[src/hw/rtl/assert_macros.svh]
// Assertion macros used by the RTL top level; they use the clk and rst_n of the enclosing module.
`ifndef ASSERT_MACROS_SVH
`define ASSERT_MACROS_SVH

// same-cycle implication
`define CHK_IMPLY(label, ante, cons, msg) \
  label: assert property (@(posedge clk) disable iff (!rst_n) (ante) |-> (cons)) \
    else $error(msg);

// next-cycle implication
`define CHK_NEXT(label, ante, cons, msg) \
  label: assert property (@(posedge clk) disable iff (!rst_n) (ante) |=> (cons)) \
    else $error(msg);

`endif

[src/hw/rtl/bva_pkg.sv]
// Shared constants and types of the battery voltage averager.
package bva_pkg;

  localparam int ADC_W      = 9;
  localparam int VOLT_W     = 16;
  localparam int SCALE_W    = 16;
  localparam int PRESS_W    = 8;
  localparam int Q_FRAC     = 8;
  localparam int PROD_W     = SCALE_W + ADC_W;
  localparam int CFG_AW     = 3;
  localparam int CFG_DW     = 32;
  localparam int WINDOW_DEF = 8;

  localparam logic [SCALE_W-1:0] SCALE_RESET  = SCALE_W'(256);
  localparam logic [ADC_W-1:0]   THRESH_RESET = ADC_W'(100);
  localparam logic [PRESS_W-1:0] PRESS_MAX    = '1;
  localparam logic [VOLT_W-1:0]  VOLT_MAX     = '1;

  // register index, taken from paddr[2]
  localparam logic REG_SCALE  = 1'b0;
  localparam logic REG_THRESH = 1'b1;

  typedef struct packed {
    logic busy;
    logic done;
  } div_stat_t;

endpackage

[src/hw/rtl/bva_div.sv]
// Restoring serial divider, one quotient bit per cycle.
module bva_div #(
  parameter int DVD_W = 12,
  parameter int DVS_W = 4
) (
  input  logic                clk,
  input  logic                rst_n,
  input  logic                start,
  input  logic [DVD_W-1:0]    dividend,
  input  logic [DVS_W-1:0]    divisor,
  output logic [DVD_W-1:0]    quotient,
  output bva_pkg::div_stat_t  stat
);
  import bva_pkg::*;

  localparam int CW = $clog2(DVD_W + 1);

  logic [DVD_W-1:0] q_r;
  logic [DVS_W-1:0] rem_r;
  logic [DVS_W-1:0] dvs_r;
  logic [CW-1:0]    cnt_r;
  logic             busy_r;
  logic             done_r;

  logic [DVS_W:0]   rem_sh;
  logic [DVS_W:0]   diff;
  logic             ge;

  always_comb begin
    rem_sh = {rem_r, q_r[DVD_W-1]};
    diff   = rem_sh - {1'b0, dvs_r};
    ge     = (rem_sh >= {1'b0, dvs_r});
  end

  always_ff @(posedge clk) begin
    if (!rst_n) begin
      busy_r <= 1'b0;
      done_r <= 1'b0;
      cnt_r  <= '0;
    end else begin
      done_r <= 1'b0;
      if (start) begin
        busy_r <= 1'b1;
        cnt_r  <= CW'(DVD_W);
      end else if (busy_r) begin
        cnt_r <= cnt_r - CW'(1);
        if (cnt_r == CW'(1)) begin
          busy_r <= 1'b0;
          done_r <= 1'b1;
        end
      end
    end
  end

  // datapath, no reset
  always_ff @(posedge clk) begin
    if (start) begin
      q_r   <= dividend;
      rem_r <= '0;
      dvs_r <= divisor;
    end else if (busy_r) begin
      q_r   <= {q_r[DVD_W-2:0], ge};
      rem_r <= ge ? diff[DVS_W-1:0] : rem_sh[DVS_W-1:0];
    end
  end

  assign quotient  = q_r;
  assign stat.busy = busy_r;
  assign stat.done = done_r;

endmodule

[src/hw/rtl/bva_ring.sv]
// History ring memory with per-entry valid bits; invalid entries read as zero.
module bva_ring #(
  parameter int DEPTH = 8
) (
  input  logic                        clk,
  input  logic                        rst_n,
  input  logic                        wr_en,
  input  logic [$clog2(DEPTH)-1:0]    wr_addr,
  input  logic [bva_pkg::ADC_W-1:0]   wr_data,
  input  logic                        rd_en,
  input  logic [$clog2(DEPTH)-1:0]    rd_addr,
  output logic [bva_pkg::ADC_W-1:0]   rd_data
);
  import bva_pkg::*;

  logic [ADC_W-1:0] mem [DEPTH];
  logic [DEPTH-1:0] vld_r;
  logic [ADC_W-1:0] rd_data_r;
  logic             rd_vld_r;

  always_ff @(posedge clk) begin
    if (!rst_n) begin
      vld_r    <= '0;
      rd_vld_r <= 1'b0;
    end else begin
      if (wr_en) begin
        vld_r[wr_addr] <= 1'b1;
      end
      if (rd_en) begin
        rd_vld_r <= vld_r[rd_addr];
      end
    end
  end

  always_ff @(posedge clk) begin
    if (wr_en) begin
      mem[wr_addr] <= wr_data;
    end
    if (rd_en) begin
      rd_data_r <= mem[rd_addr];
    end
  end

  assign rd_data = rd_vld_r ? rd_data_r : '0;

endmodule

[src/hw/rtl/battery_voltage_averager.sv]
// Battery voltage averager: top level with poll sequencer, ring walk and gain stage.
// Throughput: the first WINDOW-1 readings of a poll are taken one per cycle; the last one
//   holds input off until the result goes to the output register, through the ring walk
//   and the serial mean divide; a press poll skips both, an empty ring skips the divide.
// Result word: valid once that sequence ends and the output register is free.
// Reset: rst_n synchronous, active low; empties ring, clears counters and stored means, presets cfg registers.
`include "assert_macros.svh"

module battery_voltage_averager #(
  parameter int WINDOW = bva_pkg::WINDOW_DEF
) (
  input  logic                          clk,
  input  logic                          rst_n,
  // input word channel
  input  logic                          in_valid,
  output logic                          in_ready,
  input  logic [bva_pkg::ADC_W-1:0]     in_adc_reading,
  // result word channel
  output logic                          out_valid,
  input  logic                          out_ready,
  output logic [bva_pkg::VOLT_W-1:0]    out_voltage_mv,
  output logic [bva_pkg::ADC_W-1:0]     out_pin_mean,
  output logic [bva_pkg::ADC_W-1:0]     out_poll_average,
  output logic [bva_pkg::PRESS_W-1:0]   out_press_count,
  output logic                          out_button_held,
  output logic                          out_is_press,
  // configuration port (APB-style)
  input  logic                          cfg_psel,
  input  logic                          cfg_penable,
  input  logic                          cfg_pwrite,
  input  logic [bva_pkg::CFG_AW-1:0]    cfg_paddr,
  input  logic [bva_pkg::CFG_DW-1:0]    cfg_pwdata,
  output logic [bva_pkg::CFG_DW-1:0]    cfg_prdata,
  output logic                          cfg_pready
);
  import bva_pkg::*;

  // IDX_W indexes the ring and counts readings within a poll.
  // SUM_W holds up to 511*WINDOW; CNT_W holds the count WINDOW itself.
  localparam int IDX_W = $clog2(WINDOW);
  localparam int SUM_W = ADC_W + IDX_W;
  localparam int CNT_W = $clog2(WINDOW + 1);
  localparam logic [IDX_W-1:0] WIN_LAST = IDX_W'(WINDOW - 1);

  // poll average = sum / WINDOW as a reciprocal multiply:
  // ceil(2^(SUM_W+IDX_W) / WINDOW) is exact for every SUM_W-bit sum
  localparam int     RCP_SH = SUM_W + IDX_W;
  localparam int     RCP_W  = SUM_W + 1;
  localparam int     AP_W   = SUM_W + RCP_W;
  localparam longint RCP_L  = ((longint'(1) << RCP_SH) + longint'(WINDOW) - 1) /
                              longint'(WINDOW);
  localparam logic [RCP_W-1:0] RCP = RCP_W'(RCP_L);

  typedef enum logic [2:0] {
    S_IDLE,   // take readings, accumulate burst sum
    S_AVG,    // reciprocal multiply forms poll average; press decision
    S_WALK,   // read ring one entry a cycle
    S_WSUM,   // fold in last ring entry, start mean divide unless ring is empty
    S_MEAN,   // divider forms ring mean; multiply by gain
    S_SAT,    // shift and saturate product
    S_OUT     // hand result to output register
  } state_t;

  state_t              state_r, state_nxt;
  logic [SUM_W-1:0]    burst_sum_r, burst_sum_nxt;
  logic [IDX_W-1:0]    burst_cnt_r, burst_cnt_nxt;
  logic [IDX_W-1:0]    ring_pos_r, ring_pos_nxt;
  logic [IDX_W-1:0]    walk_idx_r, walk_idx_nxt;
  logic [PRESS_W-1:0]  press_r, press_nxt;
  logic [VOLT_W-1:0]   stored_volt_r, stored_volt_nxt;
  logic [ADC_W-1:0]    stored_mean_r, stored_mean_nxt;
  logic [ADC_W-1:0]    avg_r, avg_nxt;
  logic                is_press_r, is_press_nxt;
  logic                empty_r, empty_nxt;
  logic                acc_pend_r;
  logic [SUM_W-1:0]    tot_r, tot_nxt;
  logic [CNT_W-1:0]    vcnt_r, vcnt_nxt;
  logic [PROD_W-1:0]   prod_r, prod_nxt;
  logic [SCALE_W-1:0]  scale_r, scale_nxt;
  logic [ADC_W-1:0]    thresh_r, thresh_nxt;

  logic                out_valid_r, out_valid_nxt;
  logic [VOLT_W-1:0]   out_volt_r, out_volt_nxt;
  logic [ADC_W-1:0]    out_mean_r, out_mean_nxt;
  logic [ADC_W-1:0]    out_avg_r, out_avg_nxt;
  logic [PRESS_W-1:0]  out_press_r, out_press_nxt;
  logic                out_held_r, out_held_nxt;
  logic                out_isp_r, out_isp_nxt;

  // ring mean divider
  logic                div_start;
  logic [SUM_W-1:0]    div_dvd;
  logic [CNT_W-1:0]    div_dvs;
  logic [SUM_W-1:0]    div_q;
  div_stat_t           div_stat;

  // ring
  logic                ring_wr_en;
  logic                ring_rd_en;
  logic [ADC_W-1:0]    ring_rd_data;

  logic                in_acc;
  logic                cfg_wr;
  logic [SUM_W-1:0]    sum_add;
  logic [SUM_W-1:0]    tot_fin;
  logic [CNT_W-1:0]    vcnt_fin;
  logic [ADC_W-1:0]    q_lo;
  logic [PROD_W-Q_FRAC-1:0] prod_sh;
  logic [AP_W-1:0]     avg_prod;
  logic [ADC_W-1:0]    avg_calc;

  bva_div #(
    .DVD_W (SUM_W),
    .DVS_W (CNT_W)
  ) u_div (
    .clk      (clk),
    .rst_n    (rst_n),
    .start    (div_start),
    .dividend (div_dvd),
    .divisor  (div_dvs),
    .quotient (div_q),
    .stat     (div_stat)
  );

  bva_ring #(
    .DEPTH (WINDOW)
  ) u_ring (
    .clk     (clk),
    .rst_n   (rst_n),
    .wr_en   (ring_wr_en),
    .wr_addr (ring_pos_r),
    .wr_data (avg_nxt),
    .rd_en   (ring_rd_en),
    .rd_addr (walk_idx_r),
    .rd_data (ring_rd_data)
  );

  assign in_ready   = (state_r == S_IDLE);
  assign in_acc     = in_valid && in_ready;
  assign cfg_wr     = cfg_psel && cfg_penable && cfg_pwrite;
  assign cfg_pready = 1'b1;
  assign ring_rd_en = (state_r == S_WALK);

  assign sum_add  = burst_sum_r + SUM_W'(in_adc_reading);
  assign q_lo     = div_q[ADC_W-1:0];
  assign prod_sh  = prod_r[PROD_W-1:Q_FRAC];
  // full poll sum sits in burst_sum_r while in S_AVG
  assign avg_prod = AP_W'(burst_sum_r) * AP_W'(RCP);
  assign avg_calc = avg_prod[RCP_SH +: ADC_W];

  // ring walk accumulator: zero entries are empty
  always_comb begin
    tot_fin  = tot_r;
    vcnt_fin = vcnt_r;
    if (acc_pend_r && (ring_rd_data != '0)) begin
      tot_fin  = tot_r + SUM_W'(ring_rd_data);
      vcnt_fin = vcnt_r + CNT_W'(1);
    end
  end

  always_comb begin
    cfg_prdata = '0;
    case (cfg_paddr[2])
      REG_SCALE:  cfg_prdata = CFG_DW'(scale_r);
      REG_THRESH: cfg_prdata = CFG_DW'(thresh_r);
      default:    cfg_prdata = '0;
    endcase
  end

  always_comb begin
    state_nxt       = state_r;
    burst_sum_nxt   = burst_sum_r;
    burst_cnt_nxt   = burst_cnt_r;
    ring_pos_nxt    = ring_pos_r;
    walk_idx_nxt    = walk_idx_r;
    press_nxt       = press_r;
    stored_volt_nxt = stored_volt_r;
    stored_mean_nxt = stored_mean_r;
    avg_nxt         = avg_r;
    is_press_nxt    = is_press_r;
    empty_nxt       = empty_r;
    tot_nxt         = tot_r;
    vcnt_nxt        = vcnt_r;
    prod_nxt        = prod_r;
    scale_nxt       = scale_r;
    thresh_nxt      = thresh_r;
    out_valid_nxt   = out_valid_r && !out_ready;
    out_volt_nxt    = out_volt_r;
    out_mean_nxt    = out_mean_r;
    out_avg_nxt     = out_avg_r;
    out_press_nxt   = out_press_r;
    out_held_nxt    = out_held_r;
    out_isp_nxt     = out_isp_r;
    div_start       = 1'b0;
    div_dvd         = tot_fin;
    div_dvs         = vcnt_fin;
    ring_wr_en      = 1'b0;

    if (cfg_wr) begin
      case (cfg_paddr[2])
        REG_SCALE:  scale_nxt  = cfg_pwdata[SCALE_W-1:0];
        REG_THRESH: thresh_nxt = cfg_pwdata[ADC_W-1:0];
        default:    scale_nxt  = scale_r;
      endcase
    end

    case (state_r)
      S_IDLE: begin
        if (in_acc) begin
          if (burst_cnt_r == WIN_LAST) begin
            // poll complete: keep the full sum for the average
            burst_sum_nxt = sum_add;
            burst_cnt_nxt = '0;
            state_nxt     = S_AVG;
          end else begin
            burst_sum_nxt = sum_add;
            burst_cnt_nxt = burst_cnt_r + IDX_W'(1);
          end
        end
      end
      S_AVG: begin
        avg_nxt       = avg_calc;
        burst_sum_nxt = '0;
        if (avg_calc < thresh_r) begin
          // button press: stored means are reported as they are
          is_press_nxt = 1'b1;
          empty_nxt    = 1'b0;
          if (press_r != PRESS_MAX) begin
            press_nxt = press_r + PRESS_W'(1);
          end
          state_nxt = S_OUT;
        end else begin
          is_press_nxt = 1'b0;
          press_nxt    = '0;
          ring_wr_en   = 1'b1;
          ring_pos_nxt = (ring_pos_r == WIN_LAST) ? '0 : ring_pos_r + IDX_W'(1);
          walk_idx_nxt = '0;
          tot_nxt      = '0;
          vcnt_nxt     = '0;
          state_nxt    = S_WALK;
        end
      end
      S_WALK: begin
        tot_nxt  = tot_fin;
        vcnt_nxt = vcnt_fin;
        if (walk_idx_r == WIN_LAST) begin
          state_nxt = S_WSUM;
        end else begin
          walk_idx_nxt = walk_idx_r + IDX_W'(1);
        end
      end
      S_WSUM: begin
        tot_nxt  = tot_fin;
        vcnt_nxt = vcnt_fin;
        div_dvd  = tot_fin;
        div_dvs  = vcnt_fin;
        if (vcnt_fin != '0) begin
          div_start = 1'b1;
          empty_nxt = 1'b0;
          state_nxt = S_MEAN;
        end else begin
          // empty ring: report 0 mV, keep stored means
          empty_nxt = 1'b1;
          state_nxt = S_OUT;
        end
      end
      S_MEAN: begin
        if (div_stat.done) begin
          stored_mean_nxt = q_lo;
          prod_nxt        = PROD_W'(scale_r) * PROD_W'(q_lo);
          state_nxt       = S_SAT;
        end
      end
      S_SAT: begin
        stored_volt_nxt = (prod_sh > (PROD_W - Q_FRAC)'(VOLT_MAX)) ? VOLT_MAX :
                          prod_sh[VOLT_W-1:0];
        state_nxt       = S_OUT;
      end
      S_OUT: begin
        if (!out_valid_r || out_ready) begin
          out_valid_nxt = 1'b1;
          out_volt_nxt  = empty_r ? '0 : stored_volt_r;
          out_mean_nxt  = stored_mean_r;
          out_avg_nxt   = avg_r;
          out_press_nxt = press_r;
          out_held_nxt  = (press_r > PRESS_W'(1));
          out_isp_nxt   = is_press_r;
          state_nxt     = S_IDLE;
        end
      end
      default: state_nxt = S_IDLE;
    endcase
  end

  always_ff @(posedge clk) begin
    if (!rst_n) begin
      state_r       <= S_IDLE;
      burst_sum_r   <= '0;
      burst_cnt_r   <= '0;
      ring_pos_r    <= '0;
      walk_idx_r    <= '0;
      press_r       <= '0;
      stored_volt_r <= '0;
      stored_mean_r <= '0;
      avg_r         <= '0;
      is_press_r    <= 1'b0;
      empty_r       <= 1'b0;
      acc_pend_r    <= 1'b0;
      tot_r         <= '0;
      vcnt_r        <= '0;
      prod_r        <= '0;
      scale_r       <= SCALE_RESET;
      thresh_r      <= THRESH_RESET;
      out_valid_r   <= 1'b0;
      out_volt_r    <= '0;
      out_mean_r    <= '0;
      out_avg_r     <= '0;
      out_press_r   <= '0;
      out_held_r    <= 1'b0;
      out_isp_r     <= 1'b0;
    end else begin
      state_r       <= state_nxt;
      burst_sum_r   <= burst_sum_nxt;
      burst_cnt_r   <= burst_cnt_nxt;
      ring_pos_r    <= ring_pos_nxt;
      walk_idx_r    <= walk_idx_nxt;
      press_r       <= press_nxt;
      stored_volt_r <= stored_volt_nxt;
      stored_mean_r <= stored_mean_nxt;
      avg_r         <= avg_nxt;
      is_press_r    <= is_press_nxt;
      empty_r       <= empty_nxt;
      acc_pend_r    <= ring_rd_en;
      tot_r         <= tot_nxt;
      vcnt_r        <= vcnt_nxt;
      prod_r        <= prod_nxt;
      scale_r       <= scale_nxt;
      thresh_r      <= thresh_nxt;
      out_valid_r   <= out_valid_nxt;
      out_volt_r    <= out_volt_nxt;
      out_mean_r    <= out_mean_nxt;
      out_avg_r     <= out_avg_nxt;
      out_press_r   <= out_press_nxt;
      out_held_r    <= out_held_nxt;
      out_isp_r     <= out_isp_nxt;
    end
  end

  assign out_valid        = out_valid_r;
  assign out_voltage_mv   = out_volt_r;
  assign out_pin_mean     = out_mean_r;
  assign out_poll_average = out_avg_r;
  assign out_press_count  = out_press_r;
  assign out_button_held  = out_held_r;
  assign out_is_press     = out_isp_r;

  // checks
  `CHK_IMPLY(a_div_idle, div_start, !div_stat.busy, "divider started while busy")
  `CHK_NEXT(a_ring_adv, ring_wr_en, ring_pos_r != $past(ring_pos_r), "ring position stuck")
  `CHK_IMPLY(a_press_cnt, out_valid_r && out_isp_r, out_press_r != '0, "press word, zero count")
  `CHK_IMPLY(a_nopress, out_valid_r && !out_isp_r, (out_press_r == '0) && !out_held_r, "count not cleared")

endmodule
[config.mk]
export PLATFORM = sky130hd
export DESIGN_NAME = battery_voltage_averager
export DESIGN_NICKNAME = d
export VERILOG_FILES = /design/src/hw/rtl/bva_pkg.sv /design/src/hw/rtl/bva_div.sv /design/src/hw/rtl/bva_ring.sv /design/src/hw/rtl/battery_voltage_averager.sv
export VERILOG_INCLUDE_DIRS = /design/src /design/src/hw/rtl
export SDC_FILE = /design/constraint.sdc
export NUM_CORES = 1
export LEC_CHECK = 0
export BUFFER_PORTS_ARGS = -buffer_cell sky130_fd_sc_hd__buf_2
export CORE_MARGIN = 4
export CORE_UTILIZATION = 35
export CTS_BUF_LIST = sky130_fd_sc_hd__clkbuf_8 sky130_fd_sc_hd__clkbuf_16
export CTS_CLUSTER_SIZE = 10
export DETAILED_ROUTE_END_ITERATION = 12
export GPL_TIMING_DRIVEN = 0
export SETUP_SLACK_MARGIN = 0.5
export SLEW_MARGIN = 15
export SYNTH_ARGS = -nofsm -noshare
export SYNTH_HDL_FRONTEND = slang
export SYNTH_SLANG_ARGS = --single-unit
export TNS_END_PERCENT = 5
[constraint.sdc]
create_clock -name clk -period 6.7 [get_ports clk]
set_input_delay 0 -clock clk [delete_from_list [all_inputs] [get_ports clk]]
set_output_delay 0 -clock clk [all_outputs]
set_load 0.1 [all_outputs]
======== Word-level counts from Yosys, hierarchy flattened ========
Memories as Yosys holds them, arrays and structs flattened. A register that Yosys moved wholly into a read port is not among the register bits.
Index checks and enable logic that the tools add are counted.
Widths: inputs -> output; s select.
storage, ports and cells
  register bits after elaboration ......... 215
  bits in writable memories ............... 72
  input port bits ......................... 51
  output and inout bits ................... 79
  word-level logic and storage cells ...... 161
  memories ................................ 1
cells by class
  $add $sub $neg .......................... 9
  multiply operators ...................... 1
  order comparisons ....................... 7
  eq/ne operators ......................... 20
  multiplexer cells ....................... 53
  bitwise operators ....................... 5
  reductions and logical operators ........ 32
memory list
  memory      words  bits a word  read ports  clocked after memory_dff  wr ports  RTL line        source
  u_ring.mem  8      9            1           1                         1         bva_ring.sv:16  logic [ADC_W-1:0] mem [DEPTH];
operator list
  cell                  count
  $pmux 32 s2           1
  $mux 12               5
  $pmux 12 s2           2
  $mux 16               2
  $mux 3                10
  $mul 16x9->25         1
  $add 12x9->12         2
  $pmux 3 s7            1
  $mux 4                5
  $reduce_and 2->1      10
  $eq 3x3->1 const B    6
  $mux 9                2
  $gt 17x16->1 const B  1
  $mux 1                17
  $mux 8                2
  $ne 2x1->1 const B    5
  $reduce_bool 2->1     5
  $add 3x1->3 const B   3
  $lt 9x9->1            1
  $reduce_bool 9->1     1
  $add 8x1->8 const B   1
  $gt 8x1->1 const B    1
  $lt 3x4->1 const B    2
  $ne 2x2->1 const B    4
  other kinds (26)      37

======== Depth between registers and ports, before layout ========
  depth after elaboration ................. 8
  depth in mapped cells ................... 19
  mapped depth without buffers ............ 17

======== Modules after synthesis ========
From an unflattened synthesis, not the netlist that was laid out.
unflattened totals
  cells, all modules ...................... 1789
  area, all modules ....................... 17344.1 sq um
modules (own cells, without submodules)
  module                    times used  cells each  area an instance (sq um)  seq. area each (sq um)
  battery_voltage_averager  1           1524        12617.1                   3443.3
  bva_ring                  1           161         3478.3                    2612.5
  bva_div                   1           104         1248.7                    680.7

======== Worst setup path before layout ========
No wires, ideal clock.
  path kind ............................... reg2reg
  start point ............................. reg u_div.q_r[2] (netlist: u_div.quotient[2])
  end point ............................... reg prod_r[23]
  library setup time ...................... 0.124 ns
  arrival ................................. 4.675 ns
  data required time ...................... 6.576 ns
  setup slack ............................. 1.901 ns
  stages on the path, launching flop included .. 19
  buffers on the path ..................... 2
  period minus slack after synthesis ...... 4.799 ns
  cells stage by stage .................... edfxtp_1 clkbuf_1 clkbuf_1 nand2_1 fa_1 inv_1 fa_1 inv_1 fa_1 inv_1 fa_1 ha_1 o21a_1 o211a_1 a221oi_2 a31oi_1 a221oi_2 xor2_1 o21ai_0
on the way
  word-level cells in the longest chain between the ends .. 1
RTL lines
  item                    RTL line                         source
  start, declared         bva_div.sv:18                    logic [DVD_W-1:0] q_r;
  start signal, assigned  bva_div.sv:58                    q_r <= dividend;
  start signal, assigned  bva_div.sv:62                    q_r <= {q_r[DVD_W-2:0], ge};
  $mul 16x9->25           battery_voltage_averager.sv:270  prod_nxt = PROD_W'(scale_r) * PROD_W'(q_lo);
  end signal, assigned    battery_voltage_averager.sv:336  prod_r <= prod_nxt;
  end, declared           battery_voltage_averager.sv:78   logic [PROD_W-1:0] prod_r, prod_nxt;
Every way passes these cells.
A chain may end at the register's enable or synchronous reset.

======== Final worst setup path ========
  start point ............................. reg u_div.q_r[8] (netlist: u_div.quotient[8])
  end point ............................... reg prod_r[19]
The elaborated chain is that of the path after synthesis.

==> impl_results.md <==
- Status: completed
- Clock transition at path regs: 50 ps
- Routed Wire Length: 45900 um
- CP cell instances: clkbuf_1, and2_1, fa_1, fa_1, fa_1, inv_1, fa_1, inv_1, ha_1, clkbuf_1, o21a_1, o31a_1, nor2_1, a31oi_1, a21boi_1, mux2i_1, a31o_2
- Antenna violations before repair: 1
- Hold WC Path Type: in2reg
- Final slew viol count: 0
- Ys async rst share: 0%
- Synth cell count leaders: nand2_1 (284), dfxtp_1 (191), inv_1 (160)
- Synth-to-layout area growth: 15.3%
- Post-Synth Adder-Cell Area: 17.9%
- Num CTS Buffers: 35
- Pint: 0.00292 W
- Syn. warnings: 0
- Prevailing post-synth register cell: dfxtp_1
- Fin Setup TNS: 0 ps
- Critical Path Slowest Stage Cell: edfxtp_1
- Setup Viol. Count Final: 0
- Gate Count Post-Synth: 1784
- Combinational power share: 9.4%
- H-Tree Depth: 2
- CTS Root Cell: clkbuf_16
- Synth top area share: 22.4%
- Clock power share: 44.0%
- Die W: 229 um
- Vias: 13300
- Crit Path Max Fanout: 10
- WL/cell: 17.7 um
- Fraction of the mapped netlist area in simple logic gates: 18.0%
- Number of global-route vias before repair: 13400
- PwrDens: 198 nW/um2
- IO buf count: 92
- FF-to-FF path depth: 17
- Post-DP HPWL: 34800 um
- Core region area: 48000 um2
- Pre-CTS WS: 1030 ps
- Post-synthesis sequential area ratio: 39.4%
- Unrepaired setup endpoints after global routing: no
- Sink Count: 288
- Largest net degree at the start of global routing: 13
- Crit Path Category: reg2reg
- Final WS setup: 971 ps
- Most used cell, CP: fa_1
- WP data required: 7120 ps
- Netlist cell types: 83
- First-pass GRT wire length: 73700 um
- Mux cell area share after synthesis: 4.87%
- Leakage: 8.38 nW
- Syn Area/Cell: 9.59 um2
- Worst skew pair latency: 530 ps
- Post-synthesis xor/xnor area fraction: 2.25%
- Hold Path Cell Cnt: 5
- Clock buffer depth: 3
- Max_cap viols: 0
- Dominant cells by area after synthesis: dfxtp_1 (22%), edfxtp_1 (17%), fa_1 (12%)
- CP arrival: 6150 ps
- Most frequent cell after synthesis: nand2_1
- Layout Nets: 2192
- Minimum clock period: 5730 ps
- Filler Cell Count: 4728
- Final Cell Area: 19700 um2
- Switching pwr: 0.000991 W
- Fraction of layout cells with a size suffix above 1: 11.7%
- Seq pwr share: 46.6%
- Switching Fraction: 25.3%
- Top Ports: 130
- Cell Area, Synth: 17100 um2
- Placed Area: 18500 um2
- Synth Area in Compound Gates: 11.1%
- Full die area: 52500 um2
- Number of synthesized flops with an enable pin: 97
- Worst Clk Skew: 8.71 ps
- Antenna viol nets, final: 0
- Final worst path period share: 85.5%
- First DRT Iteration DRCs: 795
- Nature of the critical path startpoint: flip-flop
- Flop and latch count out of synthesis: 288
- Main combinational cell family by area after synthesis: simple AND/OR/NAND/NOR gates
- Post-CTS setup buffers: 0
- RD Place Congestion: 0.832
- GRT Total Usage: 17.4%
- Yosys top cell by area: dfxtp_1
- TritonCTS clock tree: done
- Final Hold Fails: 0
- Initial Utilization: 35.6%
- Maximum VDD drop: 0.236 mV
- Achievable Freq: 175 MHz
- Worst path max stage delay: 730 ps
- Iteration count of the initial detailed-routing pass: 5
- CP Capture Type: flip-flop
- DRC viols: 0
- Rows: 80
- Die Y: 229 um
- Worst Tran Pin Value: 1080 ps
- Slew margin rel.: 27.9%
- Total grt overflow: 0
- Detail-routed via count per cell: 5.11
==> worst max-delay path: cells and delay by family (launching register included) <==
kind / cells / cell delay, ps
AO/OA/AOI/OAI: 5 / 1100
multiplexers: 1 / 160
AND/OR/NAND/NOR: 2 / 300
adder cells (fa/ha/maj): 5 / 2360
buffers and inverters: 4 / 970
flip-flops: 1 / 730
==> registers in the layout, summed over array words and instances, names as in the netlist, 8 cells and up <==
name,flops
u_ring.mem,72
u_div.quotient,12
out_voltage_mv,16
tot_r,12
stored_mean_r,9
out_pin_mean,9
scale_r,16
press_r,8
u_ring.vld_r,8
out_press_count,8
out_poll_average,9
avg_r,9
burst_sum_r,12
prod_r,17
stored_volt_r,16
thresh_r,9
u_ring.rd_data_r,9
==> stage by stage <==
| step | total power [W] | hold WS (ps) | std cells | util, % |
|---|---|---|---|---|
| 6_report | 0.00391 | 14.6 | 2594 | 41.1 |
| 5_1_grt | 0.00406 | 48.5 | 2594 | 41.1 |
| 4_1_cts | 0.00395 | 5.77 | 2593 | 41.0 |
| 3_5_place_dp | 0.00222 | 251 | 2512 | 38.4 |
| 3_3_place_gp | 0.00221 | 246 | 2506 | 38.3 |
| 2_1_floorplan | 0.00213 | 124 | 1799 | - |
==> cell type report <==
cell class                 count  area, um2  area share (%)
multi-input combinational   1238       9330            47.3
sequential                   288       6740            34.2
clock buffer                  37        915            4.64
tap                          615        769            3.90
timing repair buffer         121        737            3.74
inverter                     162        611            3.10
buffer                       111        503            2.55
clock inverter                21        118           0.596
antenna                        1       2.50          0.0127
==> timing repair <==
item,in CTS,in global routing
resized for setup,0,0
hold buffers,23,0
endpoints found under the hold margin,30,0
==> kinds of logic after synthesis <==
| family | Yosys count |
|---|---|
| other | 2 |
| flip-flops | 288 |
| AO/OA/AOI/OAI | 294 |
| XOR/XNOR | 44 |
| adder cells (fa/ha/maj) | 184 |
| buffers and inverters | 273 |
| multiplexers | 54 |
| AND/OR/NAND/NOR | 645 |
==> final timing paths <==
check                                           to               start  slack [ps]
worst max register to register          prod_r[19]   u_div.quotient[8]         970
worst min-delay path                    scale_r[2]          cfg_pwrite          10
worst max-delay path                    prod_r[19]   u_div.quotient[8]         970
worst min register to register  out_voltage_mv[13]  out_voltage_mv[13]         450
==> power by group through the flow <==
stage          combinational (W)  clock, W  sequential (W)
4_1_cts                 0.000367   0.00176         0.00182
2_1_floorplan           0.000274         0         0.00186
3_3_place_gp            0.000348         0         0.00186
6_report                0.000366   0.00172         0.00182
5_1_grt                 0.000408   0.00183         0.00183
3_5_place_dp            0.000355         0         0.00186
==> per-layer routing <==
metal / global-route usage [%] / vias up / part of all wire, %
met5: 0 / - / 0
met4: 5.91 / 0 / 3.2
met3: 3.24 / 81 / 5.5
met2: 28.0 / 341 / 46
met1: 23.7 / 6525 / 45
li1: - / 6307 / -
==> layout by cell type, fill, tap and decap left out, types with 20 or more instances in the layout <==
master         instances
clkbuf_16             36
buf_2                 98
a211oi_1              26
clkbuf_1              82
edfxtp_1              97
fa_1                 101
xnor2_1               28
nor2_1               111
nand3_1               30
dlygate4sd3_1         23
o21ai_0               33
buf_4                 21
nand2_1              284
mux4_2                20
and2_1               109
dfxtp_1              191
ha_1                  83
inv_1                177
a21oi_1              124
Power figures use the tool's default switching activity.
